`config.mk`:
```
export PLATFORM = sky130hd
export DESIGN_NAME = impact_stillness_fall_detector
export DESIGN_NICKNAME = d
export VERILOG_FILES = /design/src/fsd_pkg.sv /design/src/fsd_ram.sv /design/src/fsd_window.sv /design/src/fsd_phase.sv /design/src/impact_stillness_fall_detector.sv
export SDC_FILE = /design/constraint.sdc
export NUM_CORES = 2
export LEC_CHECK = 0
export BUFFER_PORTS_ARGS = -buffer_cell sky130_fd_sc_hd__buf_4
export CAP_MARGIN = 20
export CELL_PAD_IN_SITES_DETAIL_PLACEMENT = 1
export CELL_PAD_IN_SITES_GLOBAL_PLACEMENT = 1
export CORE_MARGIN = 2
export CORE_UTILIZATION = 50
export DETAILED_ROUTE_END_ITERATION = 10
export GPL_TIMING_DRIVEN = 0
export PLACE_DENSITY = 0.88
export SETUP_SLACK_MARGIN = 0.5
export SYNTH_ARGS = -nofsm -noshare
export SYNTH_HDL_FRONTEND = slang
export SYNTH_SLANG_ARGS = --single-unit
```
`constraint.sdc`:
```
create_clock -name clock -period 9.6 [get_ports clock]
set_input_delay 1.44 -clock clock [delete_from_list [all_inputs] [get_ports clock]]
set_output_delay 1.44 -clock clock [all_outputs]
set_load 0.05 [all_outputs]
```
`src/fsd_pkg.sv`:
```
package fsd_pkg;

   localparam int LEVEL_W        = 16;
   localparam int COUNT_W        = 8;
   localparam int TALLY_W        = 16;
   localparam int STILL_SUM_W    = 24;
   localparam int PHASE_W        = 2;
   localparam int CSR_INDEX_W    = 3;
   localparam int CSR_DATA_W     = 16;
   localparam int WINDOW_DEPTH_DEF = 16;

   localparam logic [CSR_INDEX_W-1:0] CSR_ACCEL_MARGIN = 3'd0;
   localparam logic [CSR_INDEX_W-1:0] CSR_GYRO_MARGIN  = 3'd1;
   localparam logic [CSR_INDEX_W-1:0] CSR_STILL_LIMIT  = 3'd2;
   localparam logic [CSR_INDEX_W-1:0] CSR_SETTLE_COUNT = 3'd3;
   localparam logic [CSR_INDEX_W-1:0] CSR_STILL_COUNT  = 3'd4;

   localparam logic [LEVEL_W-1:0] ACCEL_MARGIN_RST = 16'd2000;
   localparam logic [LEVEL_W-1:0] GYRO_MARGIN_RST  = 16'd2000;
   localparam logic [LEVEL_W-1:0] STILL_LIMIT_RST  = 16'd100;
   localparam logic [COUNT_W-1:0] SETTLE_COUNT_RST = 8'd5;
   localparam logic [COUNT_W-1:0] STILL_COUNT_RST  = 8'd20;

   localparam logic CMD_SAMPLE = 1'b0;
   localparam logic CMD_CLEAR  = 1'b1;

   localparam logic [PHASE_W-1:0] PHASE_CODE_MONITOR = 2'd0;
   localparam logic [PHASE_W-1:0] PHASE_CODE_INVALID = 2'd3;

   typedef struct packed {
      logic               cmd;
      logic [LEVEL_W-1:0] accel_level;
      logic [LEVEL_W-1:0] gyro_level;
   } req_type;

   typedef struct packed {
      logic [TALLY_W-1:0] falls_total;
      logic               fall_event;
      logic [PHASE_W-1:0] phase_now;
   } rsp_type;

   typedef struct packed {
      logic [LEVEL_W-1:0] accel_margin;
      logic [LEVEL_W-1:0] gyro_margin;
      logic [LEVEL_W-1:0] still_limit;
      logic [COUNT_W-1:0] settle_count;
      logic [COUNT_W-1:0] still_count;
   } cfg_type;

endpackage

```
`src/fsd_ram.sv`:
```
module fsd_ram #(
   parameter int WIDTH = 16,
   parameter int DEPTH = 16
) (
   input  logic                     clock,
   input  logic                     wr_en,
   input  logic [$clog2(DEPTH)-1:0] wr_addr,
   input  logic [WIDTH-1:0]         wr_data,
   input  logic [$clog2(DEPTH)-1:0] rd_addr,
   output logic [WIDTH-1:0]         rd_data
);

   logic [WIDTH-1:0] mem [DEPTH];
   logic [WIDTH-1:0] rd_data_ff;

   always_ff @(posedge clock) begin
      if (wr_en) begin
         mem[wr_addr] <= wr_data;
      end
      rd_data_ff <= mem[rd_addr];
   end

   assign rd_data = rd_data_ff;

endmodule

```
`src/fsd_window.sv`:
```
module fsd_window #(
   parameter int WINDOW_DEPTH = fsd_pkg::WINDOW_DEPTH_DEF
) (
   input  logic                       clock,
   input  logic                       reset,
   input  logic                       advance,
   input  logic [fsd_pkg::LEVEL_W-1:0] accel_level,
   input  logic [fsd_pkg::LEVEL_W-1:0] gyro_level,
   input  fsd_pkg::cfg_type           cfg,
   output logic                       impact
);
   import fsd_pkg::*;

   localparam int SLOT_W = $clog2(WINDOW_DEPTH);
   localparam int SUM_W  = LEVEL_W + SLOT_W;
   localparam int CMP_W  = SUM_W + 1;
   localparam logic [SLOT_W-1:0] LAST_SLOT = SLOT_W'(WINDOW_DEPTH - 1);
   localparam logic [CMP_W-1:0]  DEPTH_K   = CMP_W'(WINDOW_DEPTH);

   logic [SLOT_W-1:0]  slot_ff, slot_in;
   logic               fill_done_ff, fill_done_in;
   logic [SUM_W-1:0]   accel_sum_ff, accel_sum_in;
   logic [SUM_W-1:0]   gyro_sum_ff, gyro_sum_in;
   logic [LEVEL_W-1:0] accel_rd, gyro_rd;
   logic [LEVEL_W-1:0] accel_old, gyro_old;
   logic [SUM_W-1:0]   accel_sum_new, gyro_sum_new;
   logic [CMP_W-1:0]   accel_lhs, accel_rhs, gyro_lhs, gyro_rhs;

   // read port looks one word ahead so the oldest entry is ready on arrival
   fsd_ram #(.WIDTH(LEVEL_W), .DEPTH(WINDOW_DEPTH)) u_accel_ring (
      .clock   (clock),
      .wr_en   (advance),
      .wr_addr (slot_ff),
      .wr_data (accel_level),
      .rd_addr (slot_in),
      .rd_data (accel_rd)
   );

   fsd_ram #(.WIDTH(LEVEL_W), .DEPTH(WINDOW_DEPTH)) u_gyro_ring (
      .clock   (clock),
      .wr_en   (advance),
      .wr_addr (slot_ff),
      .wr_data (gyro_level),
      .rd_addr (slot_in),
      .rd_data (gyro_rd)
   );

   // entries not yet written on the first pass read as zero
   assign accel_old = fill_done_ff ? accel_rd : '0;
   assign gyro_old  = fill_done_ff ? gyro_rd  : '0;

   assign accel_sum_new = accel_sum_ff + SUM_W'(accel_level) - SUM_W'(accel_old);
   assign gyro_sum_new  = gyro_sum_ff  + SUM_W'(gyro_level)  - SUM_W'(gyro_old);

   assign accel_lhs = CMP_W'(accel_level) * DEPTH_K;
   assign accel_rhs = CMP_W'(accel_sum_new) + CMP_W'(cfg.accel_margin) * DEPTH_K;
   assign gyro_lhs  = CMP_W'(gyro_level) * DEPTH_K;
   assign gyro_rhs  = CMP_W'(gyro_sum_new) + CMP_W'(cfg.gyro_margin) * DEPTH_K;

   assign impact = (accel_lhs > accel_rhs) && (gyro_lhs > gyro_rhs);

   always_comb begin
      slot_in      = slot_ff;
      fill_done_in = fill_done_ff;
      accel_sum_in = accel_sum_ff;
      gyro_sum_in  = gyro_sum_ff;
      if (reset) begin
         slot_in      = '0;
         fill_done_in = 1'b0;
         accel_sum_in = '0;
         gyro_sum_in  = '0;
      end else if (advance) begin
         accel_sum_in = accel_sum_new;
         gyro_sum_in  = gyro_sum_new;
         if (slot_ff == LAST_SLOT) begin
            slot_in      = '0;
            fill_done_in = 1'b1;
         end else begin
            slot_in = slot_ff + SLOT_W'(1);
         end
      end
   end

   always_ff @(posedge clock) begin
      slot_ff      <= slot_in;
      fill_done_ff <= fill_done_in;
      accel_sum_ff <= accel_sum_in;
      gyro_sum_ff  <= gyro_sum_in;
   end

endmodule

```
`src/fsd_phase.sv`:
```
module fsd_phase (
   input  logic                        clock,
   input  logic                        reset,
   input  logic                        fire,
   input  logic                        cmd,
   input  logic [fsd_pkg::LEVEL_W-1:0] gyro_level,
   input  logic                        impact,
   input  fsd_pkg::cfg_type            cfg,
   output logic                        monitoring,
   output fsd_pkg::rsp_type            result
);
   import fsd_pkg::*;

   typedef enum logic [PHASE_W-1:0] {
      MONITOR = 2'd0,
      SETTLE  = 2'd1,
      STILL   = 2'd2
   } state_type;

   state_type              state_ff, state_in;
   logic [COUNT_W-1:0]     count_ff, count_in;
   logic [STILL_SUM_W-1:0] still_sum_ff, still_sum_in;
   logic [TALLY_W-1:0]     tally_ff, tally_in;
   logic                   event_in;
   logic [COUNT_W-1:0]     count_inc;
   logic [COUNT_W-1:0]     target;
   logic [STILL_SUM_W-1:0] still_sum_new;
   logic [STILL_SUM_W-1:0] still_bound;

   assign count_inc     = count_ff + COUNT_W'(1);
   assign target        = (cfg.still_count == '0) ? COUNT_W'(1) : cfg.still_count;
   assign still_sum_new = still_sum_ff + STILL_SUM_W'(gyro_level);
   assign still_bound   = STILL_SUM_W'(cfg.still_limit) * STILL_SUM_W'(count_inc);

   always_comb begin
      state_in     = state_ff;
      count_in     = count_ff;
      still_sum_in = still_sum_ff;
      tally_in     = tally_ff;
      event_in     = 1'b0;
      if (fire) begin
         if (cmd == CMD_CLEAR) begin
            tally_in = '0;
         end else begin
            case (state_ff)
               MONITOR: begin
                  if (impact) begin
                     count_in = '0;
                     if (cfg.settle_count == '0) begin
                        state_in     = STILL;
                        still_sum_in = '0;
                     end else begin
                        state_in = SETTLE;
                     end
                  end
               end
               SETTLE: begin
                  count_in = count_inc;
                  if (count_inc >= cfg.settle_count) begin
                     state_in     = STILL;
                     count_in     = '0;
                     still_sum_in = '0;
                  end
               end
               STILL: begin
                  count_in     = count_inc;
                  still_sum_in = still_sum_new;
                  if (count_inc >= target) begin
                     if (still_sum_new < still_bound) begin
                        event_in = 1'b1;
                        if (tally_ff != '1) begin
                           tally_in = tally_ff + TALLY_W'(1);
                        end
                     end
                     state_in     = MONITOR;
                     count_in     = '0;
                     still_sum_in = '0;
                  end
               end
               default: begin
                  state_in = MONITOR;
               end
            endcase
         end
      end
   end

   always_ff @(posedge clock) begin
      if (reset) begin
         state_ff     <= MONITOR;
         count_ff     <= '0;
         still_sum_ff <= '0;
         tally_ff     <= '0;
      end else begin
         state_ff     <= state_in;
         count_ff     <= count_in;
         still_sum_ff <= still_sum_in;
         tally_ff     <= tally_in;
      end
   end

   assign monitoring         = (state_ff == MONITOR);
   assign result.falls_total = tally_in;
   assign result.fall_event  = event_in;
   assign result.phase_now   = state_in;

endmodule

```
`src/impact_stillness_fall_detector.sv`:
```
// Impact-then-stillness fall detector.
//
// req channel: one word per motion sample (cmd = sample) or a counter clear
// (cmd = clear). A word is taken when req_valid is high and req_stall low.
// rsp channel: exactly one word per request, in order, with the fall count,
// a fall flag and the detector phase. The receiver holds it off with rsp_stall.
// csr channel: register writes by index, always ready; write only while idle.
//
// A request goes from the input register to the output register and on to
// rsp. One word per clock while rsp is not stalled; per-sample updates (ring
// write and running sums while monitoring, phase step) are made as a word
// leaves the input register. When rsp is stalled the input register still
// takes one more word, and req_stall rises only once both are full.
// Reset (synchronous) empties both registers, zeroes the window sums, the
// phase, the counters and the fall count, and restores register defaults.
// The window history needs no clearing pass: slots not yet written on the
// first pass read as zero.
module impact_stillness_fall_detector #(
   parameter int WINDOW_DEPTH = fsd_pkg::WINDOW_DEPTH_DEF
) (
   input  logic                            clock,
   input  logic                            reset,
   input  logic                            req_valid,
   output logic                            req_stall,
   input  fsd_pkg::req_type                req_data,
   output logic                            rsp_valid,
   input  logic                            rsp_stall,
   output fsd_pkg::rsp_type                rsp_data,
   input  logic                            csr_valid,
   output logic                            csr_ready,
   input  logic [fsd_pkg::CSR_INDEX_W-1:0] csr_index,
   input  logic [fsd_pkg::CSR_DATA_W-1:0]  csr_data
);
   import fsd_pkg::*;

   cfg_type cfg_ff, cfg_in;
   logic    in_valid_ff, in_valid_in;
   req_type in_data_ff;
   logic    out_valid_ff, out_valid_in;
   rsp_type out_data_ff;
   rsp_type result;
   logic    out_free;
   logic    fire;
   logic    accept;
   logic    monitoring;
   logic    impact;
   logic    advance;

   assign out_free  = !out_valid_ff || !rsp_stall;
   assign fire      = in_valid_ff && out_free;
   assign req_stall = in_valid_ff && !out_free;
   assign accept    = req_valid && !req_stall;
   assign advance   = fire && (in_data_ff.cmd == CMD_SAMPLE) && monitoring;

   assign csr_ready = 1'b1;

   always_comb begin
      cfg_in = cfg_ff;
      if (csr_valid) begin
         case (csr_index)
            CSR_ACCEL_MARGIN: cfg_in.accel_margin = csr_data;
            CSR_GYRO_MARGIN:  cfg_in.gyro_margin  = csr_data;
            CSR_STILL_LIMIT:  cfg_in.still_limit  = csr_data;
            CSR_SETTLE_COUNT: cfg_in.settle_count = csr_data[COUNT_W-1:0];
            CSR_STILL_COUNT:  cfg_in.still_count  = csr_data[COUNT_W-1:0];
            default: begin
            end
         endcase
      end
   end

   always_comb begin
      in_valid_in = in_valid_ff;
      if (accept) begin
         in_valid_in = 1'b1;
      end else if (fire) begin
         in_valid_in = 1'b0;
      end
      out_valid_in = out_valid_ff;
      if (fire) begin
         out_valid_in = 1'b1;
      end else if (!rsp_stall) begin
         out_valid_in = 1'b0;
      end
   end

   always_ff @(posedge clock) begin
      if (reset) begin
         cfg_ff.accel_margin <= ACCEL_MARGIN_RST;
         cfg_ff.gyro_margin  <= GYRO_MARGIN_RST;
         cfg_ff.still_limit  <= STILL_LIMIT_RST;
         cfg_ff.settle_count <= SETTLE_COUNT_RST;
         cfg_ff.still_count  <= STILL_COUNT_RST;
         in_valid_ff         <= 1'b0;
         out_valid_ff        <= 1'b0;
      end else begin
         cfg_ff       <= cfg_in;
         in_valid_ff  <= in_valid_in;
         out_valid_ff <= out_valid_in;
      end
   end

   always_ff @(posedge clock) begin
      if (accept) begin
         in_data_ff <= req_data;
      end
      if (fire) begin
         out_data_ff <= result;
      end
   end

   fsd_window #(.WINDOW_DEPTH(WINDOW_DEPTH)) u_window (
      .clock       (clock),
      .reset       (reset),
      .advance     (advance),
      .accel_level (in_data_ff.accel_level),
      .gyro_level  (in_data_ff.gyro_level),
      .cfg         (cfg_ff),
      .impact      (impact)
   );

   fsd_phase u_phase (
      .clock      (clock),
      .reset      (reset),
      .fire       (fire),
      .cmd        (in_data_ff.cmd),
      .gyro_level (in_data_ff.gyro_level),
      .impact     (impact),
      .cfg        (cfg_ff),
      .monitoring (monitoring),
      .result     (result)
   );

   assign rsp_valid = out_valid_ff;
   assign rsp_data  = out_data_ff;

endmodule

```
Word level (Yosys, flattened, before mapping)
Memory sizes are Yosys's and may differ from the RTL's. A register that Yosys moved wholly into a read port is not among the register bits. Index checks and enable logic that the tools add are counted.

Add/subtract/negate cells: 10. $mul: 1. Magnitude comparators: 5. Equal/unequal tests: 12. Multiplexer cells: 35. Bitwise operators: 3. Reductions and logical operators: 26.

Operators by type and width (count): 16-bit 2-to-1 mux (8); 24-bit 2-to-1 mux (4); 24-bit one-hot mux with 3 select lines (1); 20-bit by 20-bit adder with 21-bit output (2); 20-bit by 21-bit > comparator with 1-bit output (2); 20-bit by 16-bit adder with 20-bit output (2); 20-bit by 16-bit subtractor with 20-bit output (2); 8-bit 2-to-1 mux (4); 24-bit by 16-bit adder with 24-bit output (1); 24-bit < comparator (1); 16-bit by 8-bit multiplier with 24-bit output (1); 8-bit one-hot mux with 3 select lines (1); 16-bit by 1-bit adder with 16-bit output (second input constant) (1); 8-bit greater-or-equal comparator (2); 8-bit logical NOT (2); 16-bit inequality test (second input constant) (1); 2-bit 2-to-1 mux (6); 4-bit 2-to-1 mux (3); 2-bit AND reduction (6); 8-bit by 1-bit adder with 8-bit output (second input constant) (1); 2-bit by 1-bit inequality test with 1-bit output (second input constant) (4); 1-bit 2-to-1 mux (7); 3-bit by 2-bit equality test with 1-bit output (second input constant) (2); 1-bit logical AND (6); 17 further kinds (22).

Register bits: 213. RAM bits: 512. Input port bits: 57. Output and inout bits: 22. Word-level logic and storage cells: 115. Memories kept: 2.

Memories: u_window.u_accel_ring.mem (words 16, bits a word 16, read ports 1, clocked after memory_dff 1, write ports 1, line fsd_ram.sv:13) `logic [WIDTH-1:0] mem [DEPTH];`; u_window.u_gyro_ring.mem (words 16, bits a word 16, read ports 1, clocked after memory_dff 1, write ports 1, line fsd_ram.sv:13).

Depth between registers and ports, before layout
Depth after elaboration: 9. Depth in mapped cells: 35.

Cells and area by module
Synthesis repeated with hierarchy kept, for this count alone.

Cells, all modules: 3153. Area total of the unflattened synthesis: 40092.2 um^2.

Modules (own cells, without submodules): fsd_ram (times used 2, cells an instance 432, area an instance 10042.1 um^2, sequential area each 8007.7 um^2); fsd_phase (times used 1, cells an instance 1117, area an instance 8871.0 um^2, sequential area each 1001.0 um^2); fsd_window (times used 1, cells an instance 864, area an instance 6902.9 um^2, sequential area each 900.9 um^2); impact_stillness_fall_detector (times used 1, cells an instance 308, area an instance 4234.1 um^2, sequential area each 2882.8 um^2).

Worst setup path after synthesis
Ideal clock, no wire load.

Kind: reg-to-reg. From: register u_phase.count_ff[0]. To: register out_data_ff (netlist bit rsp_data[17]), data pin. Setup time: 0.256 ns. Arrival time: 7.598 ns. Data required time: 9.344 ns. Path slack: 1.746 ns. Cell stages (with the launch flop): 33. Path buffers: 2. Clock period less this slack: 7.854 ns. Cell sequence: dfxtp_1 -> clkbuf_1 -> and3_1 -> nand3_1 -> nor2_1 -> xor2_1 -> clkbuf_1 -> nand2_1 -> fa_1 -> fa_1 -> inv_1 -> fa_1 -> inv_1 -> fa_1 -> inv_1 -> ha_1 -> o21ai_0 -> o21ai_0 -> nand4_1 -> a31oi_1 -> o21ai_0 -> nand2b_1 -> xnor2_1 -> ha_1 -> a21o_1 -> a21o_1 -> a21o_1 -> a221o_1 -> a2111oi_1 -> nand2_1 -> nor4_2 -> nand3_1 -> o211a_1.

RTL lines: from (decl) (line fsd_phase.sv:21) `logic [COUNT_W-1:0] count_ff, count_in;`; from (signal assigned) (line fsd_phase.sv:96) `count_ff <= count_in;`; to (signal assigned) (line impact_stillness_fall_detector.sv:108) `out_data_ff <= result;`; to (decl) (line impact_stillness_fall_detector.sv:40) `rsp_type out_data_ff;`.

Worst setup path in the final report
From: register u_window.fill_done_ff. To: register u_phase.still_sum_ff[9].

Word-level cells in the longest chain between the ends: 7. Elaborated cells on any way between the ends: 11. Classes of those cells: 4 x add/sub; 2 x order compare; 1 x eq/ne; 2 x mux; 2 x reduce/logical.

Ends and longest elaborated chain: from (decl) (line fsd_window.sv:21) `logic fill_done_ff, fill_done_in;`; from (signal assigned) (line fsd_window.sv:86) `fill_done_ff <= fill_done_in;`; 16-bit 2-to-1 mux (line fsd_window.sv:49) `assign accel_old = fill_done_ff ? accel_rd : '0;`; 20-bit by 16-bit subtractor with 20-bit output (line fsd_window.sv:52) `assign accel_sum_new = accel_sum_ff + SUM_W'(accel_level) - SUM_W'(accel_old);`; net u_window.accel_sum_new[12] (line fsd_window.sv:26) `logic [SUM_W-1:0] accel_sum_new, gyro_sum_new;`; 20-bit by 20-bit adder with 21-bit output (line fsd_window.sv:56) `assign accel_rhs = CMP_W'(accel_sum_new) + CMP_W'(cfg.accel_margin) * DEPTH_K;`; 20-bit by 21-bit > comparator with 1-bit output (line fsd_window.sv:60) `assign impact = (accel_lhs > accel_rhs) && (gyro_lhs > gyro_rhs);`; 1-bit logical AND (line fsd_window.sv:60); 2-bit by 1-bit inequality test with 1-bit output (no line); 6-bit AND reduction (no line); to (signal assigned) (line fsd_phase.sv:97) `still_sum_ff <= still_sum_in;`; to (decl) (line fsd_phase.sv:22) `logic [STILL_SUM_W-1:0] still_sum_ff, still_sum_in;`.

The timed path passes the listed nets, and every way through them passes these cells. A chain may end at the register's enable or synchronous reset.

==> metrics.txt <==
outcome finished with violations; failing checks setup timing; vias in the first global route 31617; Die H 287 um; Post-Layout Inst Area 45600 um^2; clock slew at reported path FFs 0.07 ns; Finish-stage setup viols 3; Root Buffer Master clkbuf_16; DR WL met2 69.3 mm; Wirelength per Cell 33.9 um; half-perimeter wire length after placement 88.1 mm; uppermost routed layer met5; critical path class reg2reg; crit path DAT 10.30 ns; crit-path max FO 10; Tot Pwr 8.66 mW; DR WL met3 20.1 mm; distinct cell type count after synthesis 81; vias per inst 6.79; Max-Cap Viols 0; Iter 0 DRT Violations 4120; Hold Vio Cnt, Final 0; Final #Nets 3861; Worst path slowest cell or4_1; RR Endpoint u_phase.still_sum_ff[9]; Post-route DRC 0; Max Fclk 102 MHz; slowest stage delay, CP 0.56 ns; R2R setup slack -0.16 ns; Worst Hold Class reg2reg; CTS tree done; Crit Reg-Reg Startpoint u_window.fill_done_ff; global-route wire length before repair 211 mm; drt total wl 156 mm; gr ovfl total 0; Rows 103; clk buf depth 3; Starting Density 50.6%; Syn Nets 3644; # port buffers 77; io pins 79; post-synthesis async set-or-reset flop share 0%; Die Area 82200 um^2; commonest non-fill, non-tap cell in the layout edfxtp_1; Worst Path Required 10.14 ns; GPL Wtd Cong 0.921; Rel. slew slack 4.88%; Pre-Repair DR Iteration Count 6; total CTS buffers 80; number of hold buffers added after CTS 0; dpl cell area 42200 um^2; Primary FF master, synth edfxtp_1; Critical Path Sink u_phase.still_sum_ff[9]; most frequent cells in the layout edfxtp_1, nand2_1, inv_1, mux2i_1, ha_1; largest net degree at the start of global routing 24; crit share post-route 102%; CP Launch Type flop; R2R depth 30; H-tree Lvls 3; share of layout cells above drive strength 1 12.6%; CP Capture Type flop; Static Leak 16.9 nW; Finished Layout Cells 4598; setup TNS -0.217 ns; post-layout util 57.7%; Sink Count 757; final setup skew 0.0736 ns; Worst Max-Slew Pin Slew 1.42 ns; placed cells 4400; Syn Inst Count 3255; Avg Inst Size Synth 12.3 um^2; final setup margin -0.157 ns; ANT nets after route 0; wl on met1 53.5 mm; initial antenna violation count 17; die width 287 um; Power Dens Cells 190 nW/um^2; FILL cells 7889; Tot GR Track Use 35.1%; dpl ws -0.953 ns; flops & latches, synth 757; final critical-path required period 9.76 ns; Max VDD drop 173 uV; CP Depth 30; Synth Warn # 0; CP startpoint u_window.fill_done_ff; RSZ-0062 raised after global routing yes; area of the mapped netlist 40000 um^2; P&R area growth vs syn 14.1%; worst skew pair latency 0.71 ns; Min Hold Slack 0.463 ns; fraction of the yosys area taken by sequential cells 52.1%; Buf+Inv Stages, Crit Path 4; via count 31207; Post-synth EDFFs 564; Pins Over Slew Limit 0; Core ar. 79000 um^2; top cell family by delay on the critical path compound AO/OA/AOI/OAI gates
-- registers in the layout, summed over array words and instances (netlist names), 2 cells and up --
name	cells
u_window.u_gyro_ring.mem	256
u_window.accel_sum_ff	20
u_phase.count_ff	8
u_window.gyro_sum_ff	20
u_window.u_accel_ring.mem	256
u_phase.still_sum_ff	24
u_phase.state_ff	2
u_window.u_accel_ring.rd_data	16
u_phase.tally_ff	16
rsp_data	19
cfg_ff	64
u_window.slot_ff	4
in_data_ff	33
u_window.u_gyro_ring.rd_data	16
-- routing by layer --
layer / vias up / global-route usage (%)
met1: 15407 / 42.7
met5: - / 0
met4: 16 / 21.1
met2: 2711 / 55.7
met3: 913 / 9.83
li1: 12160 / -
-- worst min path at each step --
stage	from	endpoint	slack [ns]	cells past startpoint
floorplan	cfg_ff[1]	cfg_ff[1]	0.44	2
global placement	u_window.gyro_sum_ff[11]	u_window.gyro_sum_ff[11]	0.44	2
detailed placement	u_window.gyro_sum_ff[13]	u_window.gyro_sum_ff[13]	0.45	2
CTS	u_window.accel_sum_ff[3]	u_window.accel_sum_ff[3]	0.46	2
global route	u_window.accel_sum_ff[14]	u_window.accel_sum_ff[14]	0.48	2
finish	cfg_ff[3]	cfg_ff[3]	0.46	2
-- worst min-delay path, cell delays in order (launching register included) --
cell and delay, ns:
dfxtp_1 0.31, nand2_1 0.05, a21oi_1 0.05
-- report_power, final --
group | total [mW] | internal, mW | switching (mW)
Combinational | 1.64 | 0.578 | 1.06
Clock | 3.38 | 1.84 | 1.54
Sequential | 3.64 | 3.56 | 0.0755
Total | 8.66 | 5.98 | 2.68
-- logic make-up after synthesis --
| logic type | after synthesis | share of synthesized area (%) |
|---|---|---|
| AOI/OAI and AO/OA | 476 | 7.75 |
| xor gates and xnor gates | 110 | 2.41 |
| adders and majority gates | 332 | 12.6 |
| buffers and inverters | 423 | 4.17 |
| DFF | 757 | 52.1 |
| muxes | 355 | 10.9 |
| other | 1 | 0.00938 |
| and+or+nand+nor | 801 | 10.1 |
-- synth_stat cells (20+ instances only) --
master	count	area share, %
dfxtp_1	193	9.7
and3_1	29	0.45
xor2_1	38	0.83
nor3_1	29	0.36
mux4_2	64	3.6
and2_1	130	2.0
ha_1	213	6.7
inv_1	303	2.8
nand2b_1	26	0.41
edfxtp_1	564	42
nand3_1	51	0.64
mux2i_1	291	7.3
o21ai_0	64	0.80
xnor2_1	72	1.6
nand4_1	23	0.36
clkbuf_1	65	0.61
a21o_1	47	0.88
buf_2	34	0.43
nand2_1	306	2.9
nor2b_1	20	0.31
nand3b_1	21	0.39
fa_1	119	6.0
o211ai_1	29	0.54
nor2_1	97	0.91
a21oi_1	190	2.4
-- final cells by class --
| cell class | count | area [um^2] | share of cell area (%) |
|---|---|---|---|
| Antenna cell | 8 | 20.0 | 0.0439 |
| Clock buffer | 118 | 2350 | 5.15 |
| Timing Repair Buffer | 135 | 1270 | 2.79 |
| Tap cell | 1050 | 1310 | 2.88 |
| Clock inverter | 32 | 447 | 0.980 |
| Buffer | 119 | 557 | 1.22 |
| Multi-Input combinational cell | 2075 | 17700 | 38.8 |
| Sequential cell | 757 | 20800 | 45.6 |
| Inverter | 304 | 1140 | 2.50 |
-- timing repair --
action | CTS | global route
endpoints found under the setup margin | 61 | 69
pin swaps | 0 | 2
setup buffers | 0 | 37
resized for setup | 24 | 32
gates cloned | 0 | 0
Power figures use the tool's default switching activity.
